File: src/hw/rtl/fpa_pkg.sv
package fpa_pkg;

	// Field widths, fixed by the interface
	localparam int DEF_TABLE_ENTRIES = 16;
	localparam int SIZE_W            = 16;
	localparam int OWNER_W           = 16;
	localparam int SLOT_W            = 4;

	// Action codes
	localparam logic [1:0] ACT_ADD     = 2'd0;
	localparam logic [1:0] ACT_ALLOC   = 2'd1;
	localparam logic [1:0] ACT_RELEASE = 2'd2;

	// Fit policies (the unused code behaves as first fit)
	localparam logic [1:0] FIT_FIRST = 2'd0;
	localparam logic [1:0] FIT_BEST  = 2'd1;
	localparam logic [1:0] FIT_WORST = 2'd2;

	// Result status codes
	localparam logic [1:0] ST_OK       = 2'd0;
	localparam logic [1:0] ST_FULL     = 2'd1;
	localparam logic [1:0] ST_NOFIT    = 2'd2;
	localparam logic [1:0] ST_NOTFOUND = 2'd3;

	typedef struct packed {
		logic [1:0]         action;
		logic [1:0]         fit_method;
		logic [SIZE_W-1:0]  req_size;
		logic [OWNER_W-1:0] owner_id;
	} req_t;

	typedef struct packed {
		logic [1:0]        status;
		logic [SLOT_W-1:0] slot;
	} rsp_t;

	typedef enum logic [2:0] {
		S_IDLE,
		S_ADD,
		S_NOP,
		S_SCAN,
		S_ALLOC_FIN,
		S_REL_FIN,
		S_COMPACT,
		S_REL_DONE
	} state_t;

	// Which update the datapath applies together with the result beat
	typedef enum logic [2:0] {
		CM_NONE,
		CM_ADD,
		CM_ALLOC,
		CM_REL,
		CM_MISS,
		CM_NOP
	} commit_t;

	typedef struct packed {
		logic    load;
		logic    scan;
		logic    start_compact;
		commit_t commit;
	} ctrl_cmd_t;

	typedef struct packed {
		logic [1:0] act_in;
		logic [1:0] act;
		logic       scan_end;
		logic       found;
		logic       out_free;
	} dp_sts_t;

endpackage

File: src/hw/rtl/fpa_ctrl.sv
module fpa_ctrl import fpa_pkg::*; (
	input  logic      clk,
	input  logic      arst_n,
	input  logic      req_valid,
	output logic      req_stall,
	input  dp_sts_t   sts,
	output ctrl_cmd_t cmd
);

	state_t state_q, state_d;

	// State register
	always_ff @(posedge clk or negedge arst_n) begin
		if (!arst_n) begin
			state_q <= S_IDLE;
		end else begin
			state_q <= state_d;
		end
	end

	assign req_stall = (state_q != S_IDLE);

	// Next state and commands
	always_comb begin
		state_d           = state_q;
		cmd.load          = 1'b0;
		cmd.scan          = 1'b0;
		cmd.start_compact = 1'b0;
		cmd.commit        = CM_NONE;
		case (state_q)
			S_IDLE: begin
				if (req_valid) begin
					cmd.load = 1'b1;
					case (sts.act_in)
						ACT_ADD:     state_d = S_ADD;
						ACT_ALLOC:   state_d = S_SCAN;
						ACT_RELEASE: state_d = S_SCAN;
						default:     state_d = S_NOP;
					endcase
				end
			end
			S_ADD: begin
				if (sts.out_free) begin
					cmd.commit = CM_ADD;
					state_d    = S_IDLE;
				end
			end
			S_NOP: begin
				if (sts.out_free) begin
					cmd.commit = CM_NOP;
					state_d    = S_IDLE;
				end
			end
			S_SCAN: begin
				cmd.scan = 1'b1;
				if (sts.scan_end) begin
					state_d = (sts.act == ACT_ALLOC) ? S_ALLOC_FIN : S_REL_FIN;
				end
			end
			S_ALLOC_FIN: begin
				if (sts.out_free) begin
					cmd.commit = CM_ALLOC;
					state_d    = S_IDLE;
				end
			end
			S_REL_FIN: begin
				if (!sts.found) begin
					if (sts.out_free) begin
						cmd.commit = CM_MISS;
						state_d    = S_IDLE;
					end
				end else begin
					cmd.start_compact = 1'b1;
					state_d           = S_COMPACT;
				end
			end
			S_COMPACT: begin
				cmd.scan = 1'b1;
				if (sts.scan_end) begin
					state_d = S_REL_DONE;
				end
			end
			S_REL_DONE: begin
				if (sts.out_free) begin
					cmd.commit = CM_REL;
					state_d    = S_IDLE;
				end
			end
			default: begin
				state_d = S_IDLE;
			end
		endcase
	end

endmodule

File: src/hw/rtl/fpa_dp.sv
module fpa_dp import fpa_pkg::*; #(
	parameter int TABLE_ENTRIES = DEF_TABLE_ENTRIES
) (
	input  logic      clk,
	input  logic      arst_n,
	input  req_t      req,
	input  ctrl_cmd_t cmd,
	output dp_sts_t   sts,
	input  logic      rsp_stall,
	output logic      rsp_valid,
	output rsp_t      rsp
);

	localparam int IDX_W = $clog2(TABLE_ENTRIES);
	localparam int CNT_W = $clog2(TABLE_ENTRIES + 1);
	localparam logic [CNT_W-1:0] CNT_FULL = CNT_W'(TABLE_ENTRIES);

	// Tables
	logic [SIZE_W-1:0]  part_size_mem [TABLE_ENTRIES];
	logic [OWNER_W-1:0] rec_owner_mem [TABLE_ENTRIES];
	logic [IDX_W-1:0]   rec_slot_mem  [TABLE_ENTRIES];
	logic [TABLE_ENTRIES-1:0] busy_q;
	logic [CNT_W-1:0]   part_count_q, rec_count_q;

	// Request and scan state
	req_t               req_q;
	logic [CNT_W-1:0]   ptr_q;
	logic               compact_q;
	logic               found_q;
	logic [IDX_W-1:0]   pick_q;
	logic [SIZE_W-1:0]  pick_size_q;
	logic [IDX_W-1:0]   rel_slot_q;

	// Read stage
	logic               rd_v_s1, cmp_s1;
	logic [IDX_W-1:0]   ptr_s1;
	logic [SIZE_W-1:0]  size_rd_s1;
	logic [OWNER_W-1:0] owner_rd_s1;
	logic [IDX_W-1:0]   rslot_rd_s1;

	// Result register
	logic               rsp_valid_q;
	rsp_t               rsp_q;

	logic [CNT_W-1:0]   limit;
	logic               scan_end, issue;
	logic [IDX_W-1:0]   rd_addr;
	logic               cand, take_alloc, take_rel, cmp_wr;
	logic               add_ok, alloc_ok, out_free;
	logic               rec_we;
	logic [IDX_W-1:0]   rec_waddr;
	logic [OWNER_W-1:0] rec_wowner;
	logic [IDX_W-1:0]   rec_wslot;
	rsp_t               rsp_d;

	// Scan bounds: partitions for allocate, records for release and compaction
	assign limit    = (req_q.action == ACT_ALLOC) ? part_count_q : rec_count_q;
	assign scan_end = (ptr_q >= limit);
	assign issue    = cmd.scan && !scan_end;
	assign rd_addr  = ptr_q[IDX_W-1:0];

	// Evaluate the entry read last cycle
	assign cand = rd_v_s1 && !cmp_s1 && (req_q.action == ACT_ALLOC)
		&& !busy_q[ptr_s1] && (size_rd_s1 >= req_q.req_size);
	assign take_alloc = cand && (!found_q
		|| ((req_q.fit_method == FIT_BEST) && (size_rd_s1 < pick_size_q))
		|| ((req_q.fit_method == FIT_WORST) && (size_rd_s1 > pick_size_q)));
	assign take_rel = rd_v_s1 && !cmp_s1 && (req_q.action == ACT_RELEASE)
		&& !found_q && (owner_rd_s1 == req_q.owner_id);
	assign cmp_wr = rd_v_s1 && cmp_s1;

	assign add_ok   = (part_count_q < CNT_FULL);
	assign alloc_ok = found_q && (rec_count_q < CNT_FULL);
	assign out_free = !rsp_valid_q || !rsp_stall;

	// Record write port: append on allocate, shift down during compaction
	always_comb begin
		rec_we     = 1'b0;
		rec_waddr  = rec_count_q[IDX_W-1:0];
		rec_wowner = req_q.owner_id;
		rec_wslot  = pick_q;
		if (cmd.commit == CM_ALLOC && alloc_ok) begin
			rec_we = 1'b1;
		end else if (cmp_wr) begin
			rec_we     = 1'b1;
			rec_waddr  = IDX_W'(ptr_s1 - 1'b1);
			rec_wowner = owner_rd_s1;
			rec_wslot  = rslot_rd_s1;
		end
	end

	// Result of the committed request
	always_comb begin
		rsp_d.status = ST_OK;
		rsp_d.slot   = '0;
		case (cmd.commit)
			CM_ADD: begin
				if (add_ok) begin
					rsp_d.slot = SLOT_W'(part_count_q[IDX_W-1:0]);
				end else begin
					rsp_d.status = ST_FULL;
				end
			end
			CM_ALLOC: begin
				if (alloc_ok) begin
					rsp_d.slot = SLOT_W'(pick_q);
				end else begin
					rsp_d.status = ST_NOFIT;
				end
			end
			CM_REL:  rsp_d.slot   = SLOT_W'(rel_slot_q);
			CM_MISS: rsp_d.status = ST_NOTFOUND;
			default: rsp_d.status = ST_OK;
		endcase
	end

	// Memories
	always_ff @(posedge clk) begin
		if (cmd.commit == CM_ADD && add_ok) begin
			part_size_mem[part_count_q[IDX_W-1:0]] <= req_q.req_size;
		end
		if (issue) begin
			size_rd_s1 <= part_size_mem[rd_addr];
		end
	end

	always_ff @(posedge clk) begin
		if (rec_we) begin
			rec_owner_mem[rec_waddr] <= rec_wowner;
			rec_slot_mem[rec_waddr]  <= rec_wslot;
		end
		if (issue) begin
			owner_rd_s1 <= rec_owner_mem[rd_addr];
			rslot_rd_s1 <= rec_slot_mem[rd_addr];
		end
	end

	// Payload registers
	always_ff @(posedge clk) begin
		if (cmd.load) begin
			req_q <= req;
		end
		ptr_s1 <= rd_addr;
		if (take_alloc) begin
			pick_q      <= ptr_s1;
			pick_size_q <= size_rd_s1;
		end
		if (take_rel) begin
			pick_q     <= ptr_s1;
			rel_slot_q <= rslot_rd_s1;
		end
		if (cmd.commit != CM_NONE) begin
			rsp_q <= rsp_d;
		end
	end

	// Control registers
	always_ff @(posedge clk or negedge arst_n) begin
		if (!arst_n) begin
			busy_q       <= '0;
			part_count_q <= '0;
			rec_count_q  <= '0;
			ptr_q        <= '0;
			compact_q    <= 1'b0;
			found_q      <= 1'b0;
			rd_v_s1      <= 1'b0;
			cmp_s1       <= 1'b0;
			rsp_valid_q  <= 1'b0;
		end else begin
			rd_v_s1 <= issue;
			cmp_s1  <= compact_q;
			if (cmd.load) begin
				ptr_q     <= '0;
				compact_q <= 1'b0;
				found_q   <= 1'b0;
			end else if (cmd.start_compact) begin
				ptr_q     <= CNT_W'(pick_q) + 1'b1;
				compact_q <= 1'b1;
			end else if (issue) begin
				ptr_q <= ptr_q + 1'b1;
			end
			if (take_alloc || take_rel) begin
				found_q <= 1'b1;
			end
			case (cmd.commit)
				CM_ADD: begin
					if (add_ok) begin
						busy_q[part_count_q[IDX_W-1:0]] <= 1'b0;
						part_count_q <= part_count_q + 1'b1;
					end
				end
				CM_ALLOC: begin
					if (alloc_ok) begin
						busy_q[pick_q] <= 1'b1;
						rec_count_q    <= rec_count_q + 1'b1;
					end
				end
				CM_REL: begin
					busy_q[rel_slot_q] <= 1'b0;
					rec_count_q        <= rec_count_q - 1'b1;
				end
				default: begin
				end
			endcase
			// Output beat register
			if (cmd.commit != CM_NONE) begin
				rsp_valid_q <= 1'b1;
			end else if (!rsp_stall) begin
				rsp_valid_q <= 1'b0;
			end
		end
	end

	assign sts.act_in   = req.action;
	assign sts.act      = req_q.action;
	assign sts.scan_end = scan_end;
	assign sts.found    = found_q;
	assign sts.out_free = out_free;

	assign rsp_valid = rsp_valid_q;
	assign rsp       = rsp_q;

endmodule

File: src/hw/rtl/fixed_partition_allocator.sv
// Fixed partition allocator. Keeps a table of up to TABLE_ENTRIES partitions (size, busy)
// and an ordered list of owner records. Each request beat gives exactly one result beat.
// Add appends a partition (status full when the table is full); allocate picks a free
// partition of at least req_size by first, best or worst fit, lower index winning ties;
// release frees the earliest record of owner_id and closes the gap in the list. One
// request is in work at a time; the result register lets the next request in while a
// result still waits. Tables sit in single-read-port memories scanned one entry per cycle;
// add and the unused action do not scan, allocate scans the partitions, and release scans
// the records and, on a hit, scans again from the record after it to close the gap. A
// finished result waits in the result register while the result side stalls.
module fixed_partition_allocator import fpa_pkg::*; #(
	parameter int TABLE_ENTRIES = DEF_TABLE_ENTRIES
) (
	input  logic clk,
	input  logic arst_n,
	input  logic req_valid,
	output logic req_stall,
	input  req_t req,
	output logic rsp_valid,
	input  logic rsp_stall,
	output rsp_t rsp
);

	ctrl_cmd_t cmd;
	dp_sts_t   sts;

	fpa_ctrl u_ctrl (
		.clk       (clk),
		.arst_n    (arst_n),
		.req_valid (req_valid),
		.req_stall (req_stall),
		.sts       (sts),
		.cmd       (cmd)
	);

	fpa_dp #(
		.TABLE_ENTRIES (TABLE_ENTRIES)
	) u_dp (
		.clk       (clk),
		.arst_n    (arst_n),
		.req       (req),
		.cmd       (cmd),
		.sts       (sts),
		.rsp_stall (rsp_stall),
		.rsp_valid (rsp_valid),
		.rsp       (rsp)
	);

`ifndef SYNTHESIS
	// An accepted request keeps the input side closed the next cycle
	a_busy_after_accept: assert property (@(posedge clk) disable iff (!arst_n)
		req_valid && !req_stall |=> req_stall)
		else $error("input open right after accepting a request");

	// A result is only committed when the output register can take it
	a_commit_room: assert property (@(posedge clk) disable iff (!arst_n)
		cmd.commit != CM_NONE |-> sts.out_free)
		else $error("result committed over a waiting beat");

	// A new output beat always comes from a commit
	a_rsp_source: assert property (@(posedge clk) disable iff (!arst_n)
		$rose(rsp_valid) |-> $past(cmd.commit != CM_NONE))
		else $error("output beat without commit");

	// Scanning never happens while idle
	a_scan_busy: assert property (@(posedge clk) disable iff (!arst_n)
		cmd.scan |-> req_stall)
		else $error("scan while idle");
`endif

endmodule
File: config.mk
export PLATFORM = sky130hd
export DESIGN_NAME = fixed_partition_allocator
export DESIGN_NICKNAME = d
export VERILOG_FILES = /design/src/hw/rtl/fpa_pkg.sv /design/src/hw/rtl/fpa_ctrl.sv /design/src/hw/rtl/fpa_dp.sv /design/src/hw/rtl/fixed_partition_allocator.sv
export SDC_FILE = /design/constraint.sdc
export NUM_CORES = 1
export LEC_CHECK = 0
export BUFFER_PORTS_ARGS = -buffer_cell sky130_fd_sc_hd__clkbuf_2
export CAP_MARGIN = 20
export CORE_UTILIZATION = 50
export DETAILED_ROUTE_END_ITERATION = 7
export GPL_TIMING_DRIVEN = 1
export PLACE_DENSITY = 0.7
export SLEW_MARGIN = 10
export SYNTH_ARGS = -nofsm -noshare
export SYNTH_HDL_FRONTEND = slang
export SYNTH_SLANG_ARGS = --single-unit
File: constraint.sdc
create_clock -name clk -period 4.1 [get_ports clk]
set_clock_uncertainty 0.1 [all_clocks]
set_input_delay 0.205 -clock clk [delete_from_list [all_inputs] [get_ports clk]]
set_output_delay 0.205 -clock clk [all_outputs]
set_load 0.05 [all_outputs]
==> metrics list <==
- Area growth syn-to-layout: 15.1%
* Most common cell after layout, fill and taps aside: sky130_fd_sc_hd__edfxtp_1
- The critical path ends at u_dp.rec_owner_mem[10][12].
* Final Max Slew Viols: 0
* Maximum number of pins on one net before global-route repair: between 80 and 90
- Starting density of the core: ~51%
- The finished layout holds ~2400 standard cells, fillers aside.
- During synthesis, Yosys emitted a total of 0 warnings.
* Site row count: between 80 and 90
* Max Buffers Root-to-Sink: 3
- The netlist uses 59 different library cells.
* Async set or reset register ratio after synthesis: under 10%
- Part of the total power dissipated in sequential elements: a little under half
- Clock power frac: approximately 32%
* Wire length reported by the detailed router: between 60000 and 70000 um
- Maximum net fanout on the critical path: 17
* Transition time at the pin with the least slew margin: roughly 1100 ps
* TritonCTS Sinks: between 700 and 800
* Register cell area after layout: approximately 21000 um^2
* Detail-routed net length per standard cell: around 27 um
- For this run, the leading register cell type out of synthesis is sky130_fd_sc_hd__edfxtp_1.
- Measured against its own limit, the worst slew margin works out to 27.9%.
- Run status: finished clean
- Overall via count from detail_route: 14626
- Iter 0 DRT Violations: approximately 1700
- Post-detailed-route count of antenna-violating nets: 0
- The total area inside the core boundary comes to around 57000 um^2.
* Net switching power: 5980 uW
- The worst setup path is launched from a flop.
- During I/O placement, the number of pins put on the boundary was between 40 and 50.
- Vias in the first global route: ~15000
* Setup Total Neg Slack: 0 ps
- Register clock-pin slew on the reported worst setup and hold paths: about 60 ps
- Total CTS buffers: 74
- Data arrival, critical path: 3550 ps
- By startpoint and endpoint, the worst setup path is classified as flop to flop.
- Number of iterations in the first detailed-routing pass: 5
- Gate Count Post-Synth: 1432
* IO Port Bufs: 47
- Setup slack on the worst reg-to-reg path comes out at slightly below 800 ps.
* Leftover overflow at the end of global routing: 0
- Sort of element at the end of the critical path: flop
* Post-DP HPWL: ~38000 um
- Cells with a size suffix above 1 make up a little over a quarter of the layout.
- Cell area after synthesis: slightly below 30000 um^2
- DIE AREA: roughly 59000 um^2
* Buffer cell driving the clock tree root: sky130_fd_sc_hd__clkbuf_16
- Internal power: between 10000 and 15000 uW
- Post-route worst hold slack: approximately 210 ps
- Fill cells: a little over 4000
* First element of the critical path: u_ctrl.state_q[0]
- Timing would allow up to 302 MHz.
- Final weighted congestion in routability-driven placement: 0.888
- Wire length of the first global-routing pass: between 90000 and 100000 um
* Worst skew pair latency: just over 600 ps
- Placed cell count: around 2200
- Leak pwr: 0.0110 uW
- TritonCTS built the clock tree.
- IR analysis of the VDD net gives a maximum drop of between 0.0004 and 0.0005 V.
- The worst register-to-register path begins at u_ctrl.state_q[0].
- Number of endpoints failing setup at the final stage: 0
* Die width: between 200 and 250 um
- Height of the chip: between 200 and 250 um
* R2r endpoint: u_dp.rec_owner_mem[10][12]
- Net switching is 28.7% of the power.
- Final antenna diode count: 0
- Via density: around 6
* Worst EP required: between 4000 and 5000 ps
- Number of synthesized register bits: slightly above 700
- All-layer global routing usage: 22.1%
- Power consumption: between 20000 and 25000 uW
- Most used cells in the layout excluding fill and tap cells: sky130_fd_sc_hd__edfxtp_1, sky130_fd_sc_hd__mux4_2, sky130_fd_sc_hd__clkbuf_16
- Post-Synthesis Mean Instance Area: slightly above 20 um^2
- The routed design could run at a clock period as short as ~3300 ps.
* Max-cap check violation count: 0
* Multi-input gate area in the final layout: 7180 um^2
* Number of hold-slack violations in the final timing report: 0
- Unrepaired setup endpoints after global routing: false
- Number of enable-type register cells in the synthesized netlist: between 600 and 700
- The number of nets in the synthesized netlist is around 1500.
- Antenna violations before repair: 0
- Combinational fraction of design power: 21.6%
- The worst hold path belongs to the class input pin to flop.
- Total power divided by cell area: roughly 630 nW/um^2
- In the final design database the tool counted roughly 1700 nets.
- After layout, the worst path uses approximately four fifths of the clock period.
* Depth of the CTS H-tree: 3
* Post-synthesis sequential area ratio: between 70% and 80%
- Worst Reg2Reg Path Length in Cells: 7
- In the routed design, unresolved DRC markers number 0.
-- stage by stage --
stage	setup slack [ps]	instance area, um^2	utilization [%]
floorplan	599	29000	-
global placement	808	30400	53.5
detailed placement	781	30400	53.6
CTS	721	33300	58.6
global route	651	33300	58.7
finish	787	33300	58.7
-- synth_stat cells, drive strengths merged, types with 3 or more instances --
cell | count | area share (%)
edfxtp | 678 | 70
mux4 | 185 | 14
a21oi | 53 | 0.92
inv | 49 | 0.64
ha | 46 | 2.0
nor2 | 44 | 0.57
clkbuf | 40 | 0.52
dfrtp | 39 | 3.4
nand2 | 39 | 0.51
buf | 26 | 0.50
xnor2 | 22 | 0.67
mux2 | 21 | 0.82
nand3 | 18 | 0.31
o21ai | 18 | 0.31
nand2b | 16 | 0.35
nor3 | 16 | 0.29
nand4 | 13 | 0.28
o31ai | 11 | 0.29
a31oi | 9 | 0.19
nor2b | 8 | 0.17
a21o | 7 | 0.18
mux2i | 7 | 0.24
o41ai | 7 | 0.21
xor2 | 7 | 0.21
a211oi | 5 | 0.17
and3 | 5 | 0.11
nor4 | 5 | 0.11
dfxtp | 4 | 0.28
a222oi | 3 | 0.10
a22oi | 3 | 0.078
or2 | 3 | 0.065
-- power by group through the flow --
stage / registers [uW] / clock network, uW / logic (uW)
final: 9650 / 6700 / 4510
after global routing: 9720 / 7110 / 4840
after CTS: 9650 / 6800 / 4530
after detailed placement: 9800 / 0 / 4490
after global placement: 9760 / 0 / 4400
after floorplan: 9550 / 0 / 3210
-- final cells by class --
| class | count | area share [%] |
|---|---|---|
| Clock inverter | 48 | 1.41 |
| Tap cell | 756 | 2.84 |
| Timing Repair Buffer | 143 | 3.43 |
| Inverter | 49 | 0.552 |
| Sequential cell | 721 | 64.3 |
| Multi-Input combinational cell | 596 | 21.5 |
| Clock buffer | 89 | 5.95 |
-- registers in the layout, summed over array words and instances (netlist names), 5 cells and up --
name and cells:
u_dp.rec_owner_mem 256, u_dp.owner_rd_s1 16, u_dp.part_count_q 5, u_dp.size_rd_s1 16
u_dp.ptr_q 5, u_dp.rec_slot_mem 64, u_dp.rsp 6, u_dp.pick_size_q 16
u_dp.rec_count_q 5, u_dp.part_size_mem 256, u_dp.req_q 34, u_dp.busy_q 16
-- metal layers --
layer	wire length, um	GRT usage [%]
met4	1560	6.83
met2	30200	34.1
met5	0	0
met1	26300	31.9
met3	5730	4.87
-- worst min-delay path by stage --
stage / startpoint / slack, ps / cells after the start / to
2_1_floorplan: arst_n / -190 / 0 / u_ctrl.state_q[0]
3_3_place_gp: u_dp.compact_q / 270 / 0 / u_dp.cmp_s1
3_5_place_dp: u_dp.compact_q / 280 / 0 / u_dp.cmp_s1
4_1_cts: req[10] / 170 / 2 / u_dp.req_q[10]
5_1_grt: req[14] / 200 / 2 / u_dp.req_q[14]
6_report: req[14] / 210 / 2 / u_dp.req_q[14]
-- worst max-delay path, stage by stage (launching register included) --
cell,delay (ps)
sky130_fd_sc_hd__dfrtp_1,560
sky130_fd_sc_hd__nor3b_1,560
sky130_fd_sc_hd__and3_1,360
sky130_fd_sc_hd__buf_4,240
sky130_fd_sc_hd__nor4_1,80
sky130_fd_sc_hd__a31oi_1,560
sky130_fd_sc_hd__nor2_2,250
sky130_fd_sc_hd__buf_4,300
-- logic make-up after synthesis --
| group | synth area share, % |
|---|---|
| flip-flops | 73.9 |
| adder cells (fa/ha/maj) | 2.06 |
| XOR/XNOR | 0.877 |
| buffers and inverters | 1.65 |
| AO/OA/AOI/OAI | 3.05 |
| AND/OR/NAND/NOR | 2.92 |
| multiplexers | 15.5 |
-- what timing repair did --
item / CTS / global route
resized for setup: 0 / 0
endpoints found under the hold margin: 81 / 12
hold buffers: 39 / 1
buffers inserted: 0 / 0
No activity file was read; power rests on OpenSTA's default activity.
